## config.mk

```make
export PLATFORM = sky130hd
export DESIGN_NAME = radix64_shuffled_encoder
export DESIGN_NICKNAME = d
export VERILOG_FILES = /design/src/hw/rtl/r64se_pkg.sv /design/src/hw/rtl/r64se_front.sv /design/src/hw/rtl/r64se_queue.sv /design/src/hw/rtl/r64se_back.sv /design/src/hw/rtl/radix64_shuffled_encoder.sv
export SDC_FILE = /design/constraint.sdc
export NUM_CORES = 1
export LEC_CHECK = 0
export ABC_CLOCK_PERIOD_IN_PS = 3300
export BUFFER_PORTS_ARGS = -buffer_cell sky130_fd_sc_hd__buf_4
export CAP_MARGIN = 40
export CORE_MARGIN = 2
export CORE_UTILIZATION = 35
export CTS_CLUSTER_DIAMETER = 150
export CTS_CLUSTER_SIZE = 10
export DETAILED_ROUTE_END_ITERATION = 8
export GPL_TIMING_DRIVEN = 1
export MAX_ROUTING_LAYER = met4
export SLEW_MARGIN = 0
export SYNTH_ARGS = -nofsm -noshare
export SYNTH_HDL_FRONTEND = slang
export SYNTH_SLANG_ARGS = --single-unit
```

## constraint.sdc

```tcl
create_clock -name clock -period 3.3 [get_ports clock]
set_input_delay 0.33 -clock clock [delete_from_list [all_inputs] [get_ports clock]]
set_output_delay 0.33 -clock clock [all_outputs]
set_load 0.03 [all_outputs]
```

## src/hw/rtl/r64se_pkg.sv

```systemverilog
// ----------------------------------------------------------------------------
// r64se_pkg
// Shared types, constants and the alphabet lookup of the radix-64 encoder.
// ----------------------------------------------------------------------------
package r64se_pkg;

   localparam int SYM_W     = 6;
   localparam int CHAR_W    = 7;
   localparam int BYTE_W    = 8;
   localparam int HOLD_W    = 4;
   localparam int CNT_W     = 3;
   localparam int Q_DEPTH   = 2;
   localparam int Q_PTR_W   = $clog2(Q_DEPTH);
   localparam int Q_CNT_W   = $clog2(Q_DEPTH + 1);
   localparam int ALPHA_LEN = 64;

   // leftover bit counts between bytes
   localparam logic [CNT_W-1:0] HELD_NONE = 3'd0;
   localparam logic [CNT_W-1:0] HELD_TWO  = 3'd2;
   localparam logic [CNT_W-1:0] HELD_FOUR = 3'd4;

   // shuffled alphabet, symbol value 0 first
   localparam logic [7:0] ALPHABET [ALPHA_LEN] = '{
      "w", "y", "A", "C", "E", "G", "I", "K", "M", "O", "Q", "S", "U", "W", "Y", "_",
      "0", "2", "4", "6", "8", "a", "c", "e", "g", "i", "k", "m", "o", "q", "s", "u",
      "x", "B", "F", "J", "N", "R", "V", "Z",
      "1", "5", "9", "d", "h", "l", "p", "t", "z", "H", "P", "X",
      "3", "b", "j", "r", "D", "T", "7",
      "n", "L", "f", "-", "v"
   };

   // one classified request: one or two symbols to send
   typedef struct packed {
      logic [SYM_W-1:0] sym_lo;
      logic [SYM_W-1:0] sym_hi;
      logic             two_chars;
      logic             last;
   } r64se_item_type;

   function automatic logic [CHAR_W-1:0] char_of(input logic [SYM_W-1:0] sym);
      logic [7:0] code;
      code = ALPHABET[sym];
      return code[CHAR_W-1:0];
   endfunction

endpackage

```

## src/hw/rtl/r64se_front.sv

```systemverilog
// ----------------------------------------------------------------------------
// r64se_front
// Packs each request byte above the held bits and splits off 6-bit symbols.
// ----------------------------------------------------------------------------
module r64se_front import r64se_pkg::*; (
   input  logic                  clock,
   input  logic                  reset,
   input  logic                  push,
   input  logic [BYTE_W-1:0]     data_byte,
   input  logic                  last_byte,
   output r64se_item_type        item
);

   logic [HOLD_W-1:0] holder_ff, holder_in;
   logic [CNT_W-1:0]  count_ff, count_in;
   logic [11:0]       packed_bits;

   always_comb begin
      // bits above the byte stay zero, which gives the flush its zero fill
      packed_bits = ({4'b0, data_byte} << count_ff) | {8'b0, holder_ff};

      item.sym_lo    = packed_bits[5:0];
      item.sym_hi    = packed_bits[11:6];
      item.two_chars = (count_ff == HELD_FOUR) || last_byte;
      item.last      = last_byte;

      holder_in = holder_ff;
      count_in  = count_ff;
      if (push) begin
         if (last_byte || (count_ff == HELD_FOUR)) begin
            holder_in = '0;
            count_in  = HELD_NONE;
         end else begin
            holder_in = packed_bits[9:6];
            count_in  = (count_ff == HELD_NONE) ? HELD_TWO : HELD_FOUR;
         end
      end
   end

   always_ff @(posedge clock) begin
      if (reset) begin
         holder_ff <= '0;
         count_ff  <= HELD_NONE;
      end else begin
         holder_ff <= holder_in;
         count_ff  <= count_in;
      end
   end

endmodule

```

## src/hw/rtl/r64se_queue.sv

```systemverilog
// ----------------------------------------------------------------------------
// r64se_queue
// Two-entry queue between the classifying front and the character back end.
// ----------------------------------------------------------------------------
module r64se_queue import r64se_pkg::*; (
   input  logic           clock,
   input  logic           reset,
   input  logic           push,
   input  r64se_item_type push_item,
   output logic           full,
   input  logic           pop,
   output r64se_item_type head,
   output logic           empty
);

   r64se_item_type       slot_ff [Q_DEPTH];
   logic [Q_PTR_W-1:0]   wr_ptr_ff, wr_ptr_in;
   logic [Q_PTR_W-1:0]   rd_ptr_ff, rd_ptr_in;
   logic [Q_CNT_W-1:0]   count_ff, count_in;

   assign full  = (count_ff == Q_CNT_W'(Q_DEPTH));
   assign empty = (count_ff == '0);
   assign head  = slot_ff[rd_ptr_ff];

   always_comb begin
      wr_ptr_in = push ? wr_ptr_ff + 1'b1 : wr_ptr_ff;
      rd_ptr_in = pop  ? rd_ptr_ff + 1'b1 : rd_ptr_ff;
      count_in  = count_ff;
      if (push && !pop) begin
         count_in = count_ff + 1'b1;
      end else if (pop && !push) begin
         count_in = count_ff - 1'b1;
      end
   end

   always_ff @(posedge clock) begin
      if (reset) begin
         wr_ptr_ff <= '0;
         rd_ptr_ff <= '0;
         count_ff  <= '0;
      end else begin
         wr_ptr_ff <= wr_ptr_in;
         rd_ptr_ff <= rd_ptr_in;
         count_ff  <= count_in;
      end
   end

   always_ff @(posedge clock) begin
      if (push) begin
         slot_ff[wr_ptr_ff] <= push_item;
      end
   end

endmodule

```

## src/hw/rtl/r64se_back.sv

```systemverilog
// ----------------------------------------------------------------------------
// r64se_back
// Sends the queued symbols one character per cycle, while rsp_stall is low, through an output register.
// ----------------------------------------------------------------------------
module r64se_back import r64se_pkg::*; (
   input  logic              clock,
   input  logic              reset,
   input  r64se_item_type    head,
   input  logic              empty,
   output logic              pop,
   output logic              rsp_valid,
   input  logic              rsp_stall,
   output logic [CHAR_W-1:0] rsp_code_char,
   output logic              rsp_last_of_item,
   output logic              rsp_end_of_message
);

   logic              valid_ff, valid_in;
   logic              phase_ff, phase_in;
   logic [CHAR_W-1:0] char_ff, char_in;
   logic              item_end_ff, item_end_in;
   logic              msg_end_ff, msg_end_in;
   logic              load;
   logic              final_char;

   assign load       = !valid_ff || !rsp_stall;
   assign final_char = phase_ff || !head.two_chars;
   assign pop        = load && !empty && final_char;

   always_comb begin
      valid_in    = valid_ff;
      phase_in    = phase_ff;
      char_in     = char_ff;
      item_end_in = item_end_ff;
      msg_end_in  = msg_end_ff;
      if (load) begin
         valid_in    = !empty;
         char_in     = char_of(phase_ff ? head.sym_hi : head.sym_lo);
         item_end_in = final_char;
         msg_end_in  = final_char && head.last;
         if (!empty) begin
            phase_in = !final_char;
         end
      end
   end

   always_ff @(posedge clock) begin
      if (reset) begin
         valid_ff <= 1'b0;
         phase_ff <= 1'b0;
      end else begin
         valid_ff <= valid_in;
         phase_ff <= phase_in;
      end
   end

   always_ff @(posedge clock) begin
      char_ff     <= char_in;
      item_end_ff <= item_end_in;
      msg_end_ff  <= msg_end_in;
   end

   assign rsp_valid          = valid_ff;
   assign rsp_code_char      = char_ff;
   assign rsp_last_of_item   = item_end_ff;
   assign rsp_end_of_message = msg_end_ff;

endmodule

```

## src/hw/rtl/radix64_shuffled_encoder.sv

```systemverilog
// ----------------------------------------------------------------------------
// radix64_shuffled_encoder
// Unpadded radix-64 encoder with a fixed shuffled alphabet, LSB-first packing.
//
//   channel  direction  handshake             payload
//   req      in         req_valid/req_stall   req_data_byte, req_last_byte
//   rsp      out        rsp_valid/rsp_stall   rsp_code_char, rsp_last_of_item,
//                                             rsp_end_of_message
//
// Each request gives one or two characters; the output register sends one
// character per cycle while rsp_stall is low. A request is stored in a queue
// slot first, and each of its characters then in the output register.
// A two-entry queue sits between front and back end; until it fills, requests
// keep flowing while a character waits in the output register under rsp_stall.
// Synchronous reset clears the held bits, the queue and the output valid.
// ----------------------------------------------------------------------------
module radix64_shuffled_encoder import r64se_pkg::*; (
   input  logic              clock,
   input  logic              reset,
   input  logic              req_valid,
   output logic              req_stall,
   input  logic [BYTE_W-1:0] req_data_byte,
   input  logic              req_last_byte,
   output logic              rsp_valid,
   input  logic              rsp_stall,
   output logic [CHAR_W-1:0] rsp_code_char,
   output logic              rsp_last_of_item,
   output logic              rsp_end_of_message
);

   r64se_item_type front_item;
   r64se_item_type head_item;
   logic           push;
   logic           pop;
   logic           queue_full;
   logic           queue_empty;

   assign req_stall = queue_full;
   assign push      = req_valid && !queue_full;

   r64se_front u_front (
      .clock     (clock),
      .reset     (reset),
      .push      (push),
      .data_byte (req_data_byte),
      .last_byte (req_last_byte),
      .item      (front_item)
   );

   r64se_queue u_queue (
      .clock     (clock),
      .reset     (reset),
      .push      (push),
      .push_item (front_item),
      .full      (queue_full),
      .pop       (pop),
      .head      (head_item),
      .empty     (queue_empty)
   );

   r64se_back u_back (
      .clock              (clock),
      .reset              (reset),
      .head               (head_item),
      .empty              (queue_empty),
      .pop                (pop),
      .rsp_valid          (rsp_valid),
      .rsp_stall          (rsp_stall),
      .rsp_code_char      (rsp_code_char),
      .rsp_last_of_item   (rsp_last_of_item),
      .rsp_end_of_message (rsp_end_of_message)
   );

endmodule
```

==> flow_summary.toml <==
[outcome]
status = "finished, final reports clean"

[route]
drt_first_pass_iters = 4
routed_wl_um = 5117
viasPerCell = 5.080
antenna_left = 0
drc = 0
first_iter_violations = 105
dr_total_vias = 1834
wl_per_cell_um = 14.17

[pwr]
ir_drop_mv = 0.3219
p_leak_nw = 1.150
pwr_density_cell_mw_per_mm2 = 869.4
fin_total_pwr_mw = 2.661

[global_route]
grt_max_degree = 28
grt_overflow = 0
grt_pass1_vias = 1776
grt_pass1_wl_um = 8480
grt_usage_pct = 13.01
antenna_found_initial = 0

[sta]
slew_headroom_pct = 56.18
finalCritPeriodShare_pct = 85.75
hold_viol = 0
timing_worst_slew_pin_value_ns = 0.6564
setup_tns_ns = 0
holdWs_ns = 0.2339
rsz0062_at_grt = "no"
period_needed_ns = 2.830
fin_skew_ns = 0.009134
finalSetupViolCount = 0
drv_slew = 0
fmax_ghz = 0.3534

[clocking]
path_clk_slew_ns = 0.10
cts-root-buf = "clkbuf_8"
cts_tree = "yes"
post_cts_buffers = 0
ctsHoldBuffers = 0
cts_resized = 0
clock-sinks = 50
insertion_delay_ns = 0.30
cts_made_buffers = 5
clockBufferDepth = 2
htree_num_levels = 2

[worst_setup_path]
ff2ff_setup_slack_ns = 0.47
path_class = "flop to flop"
slowest_delay_ns = 0.69
critPathSlowestCell = "mux4_2"
endpoint_kind = "flop"
startpoint_type = "flop"
cp_max_fo = 12
critPathArrivalTime_ns = 2.87
worstPathRequired_ns = 3.34
path_cells = "mux4_2, inv_1, ha_1, inv_1, mux4_2, a211oi_1, mux2i_1"

[placement]
hpwlAfterDp_um = 3710
port_buffers = 23
place.gp.congestion = 0.8843
placed_area_mm2 = 0.002943

[finish]
regArea_mm2 = 0.001371
fillers = 756
area_growth_pct = 13.19
nNetsFinal = 282
multi_input_area_mm2 = 0.001207
fin_area_mm2 = 0.003060
drive_gt1_share_pct = 17.37
antennaDiodeCount = 0

[yosys]
synth_area_leader_cell = "edfxtp_1"
yosys_warnings = 0
syn_avg_cell_area_um2 = 11.27
yosysTopAreaCellShare_pct = 41.09
ys_ff_latch = 50
syn_inst = 240
synth.area.top_cells = "edfxtp_1, dfxtp_1, ha_1"
synthesis.area_mm2 = 0.002704
synth_ff_type = "edfxtp_1"
ys_async_sr_fraction_pct = 0
yosysSeqAreaShare_pct = 50.72
synth_edf_count = 37
synth_cell_types = 46
synth_nets = 264

[floorplanning]
initial_core_util_pct = 35.54
dieWidth_um = 91.90
coreArea_mm2 = 0.007607
die_h_um = 91.90
fp-row-count = 32
ios = 24
dieArea_mm2 = 0.008445

[min_path]
hold_class = "primary input to flop"

[flow_run]
drv_cap = 0
-- flip-flops by register name (all words and copies together), names as in the netlist, 2 cells and up, named ones only --
signal / count
u_queue.count_ff: 2
u_front.holder_ff: 4
u_back.rsp_code_char: 7
u_queue.slot_ff: 28
u_front.count_ff: 2
-- power breakdown --
part / total (mW) / internal [mW] / switching [mW]
Sequential: 0.931 / 0.860 / 0.0716
Clock: 0.446 / 0.231 / 0.215
Combinational: 1.28 / 0.512 / 0.772
Total: 2.66 / 1.60 / 1.06
-- kinds of logic after synthesis --
family | Yosys count | share of synthesized area (%)
adder cells (fa/ha/maj) | 11 | 5.090
AO/OA/AOI/OAI | 58 | 14.39
AND/OR/NAND/NOR | 68 | 11.71
flip-flops | 50 | 50.72
multiplexers | 23 | 12.17
buffers and inverters | 26 | 4.627
XOR/XNOR | 4 | 1.296
-- area by class of cell --
type	count	share of cell area, %
sequential	50	44.81
tap	102	4.170
clock buffer	5	2.249
inverter	11	1.349
clock inverter	3	1.594
multi-input combinational	164	39.45
timing repair buffer	26	6.378
-- Yosys cell counts, drive strengths merged, types with 5 or more instances --
cell type  instances
mux4               7
a21oi             14
o21ai              9
ha                11
clkbuf             7
nor2b              6
mux2i             13
a22oi              5
buf                8
nand2             11
edfxtp            37
nor2              32
dfxtp             13
o22ai              5
a211oi             5
inv               11
-- worst paths after layout --
check,startpoint,endpoint,cells past startpoint
worst min-delay path,req_last_byte,u_queue.slot_ff[0][0],1
worst min register to register,u_queue.count_ff[1],u_queue.count_ff[1],2
worst max register to register,flop,u_back.rsp_code_char[4],7
worst max-delay path,flop,u_back.rsp_code_char[4],7
-- cells in the final DEF (no fill, tap or decap), types with 6 or more instances in the layout --
cell type,count
a21oi_1,14
buf_4,26
dfxtp_1,13
edfxtp_1,37
ha_1,11
inv_1,11
mux2i_1,13
mux4_2,6
nand2_1,11
nor2_1,32
nor2b_1,6
o21ai_0,9
-- per-layer routing --
metal	track usage (%)	vias to the layer above	part of all wire, %
li1	-	926	-
met1	16.95	851	48
met2	20.10	53	47
met3	2.301	4	4.0
met4	5.597	0	1.2
met5	-	-	0
-- critical path: cells and delay by family, from the launching register on --
kind | cells | cell delay (ns)
buf+inv | 2 | 0.31
fa+ha+maj | 1 | 0.25
flops | 1 | 0.53
mux | 3 | 1.25
compound gates | 1 | 0.24
-- per-stage QoR --
step / utilization [%] / setup WS (ns) / cells
2_1_floorplan: - / 0.7714 / 240
3_3_place_gp: 38.68 / 0.5499 / 353
3_5_place_dp: 38.68 / 0.4808 / 353
4_1_cts: 40.23 / 0.4660 / 361
5_1_grt: 40.23 / 0.2593 / 361
6_report: 40.23 / 0.4704 / 361
No activity file was read; power rests on OpenSTA's default activity.
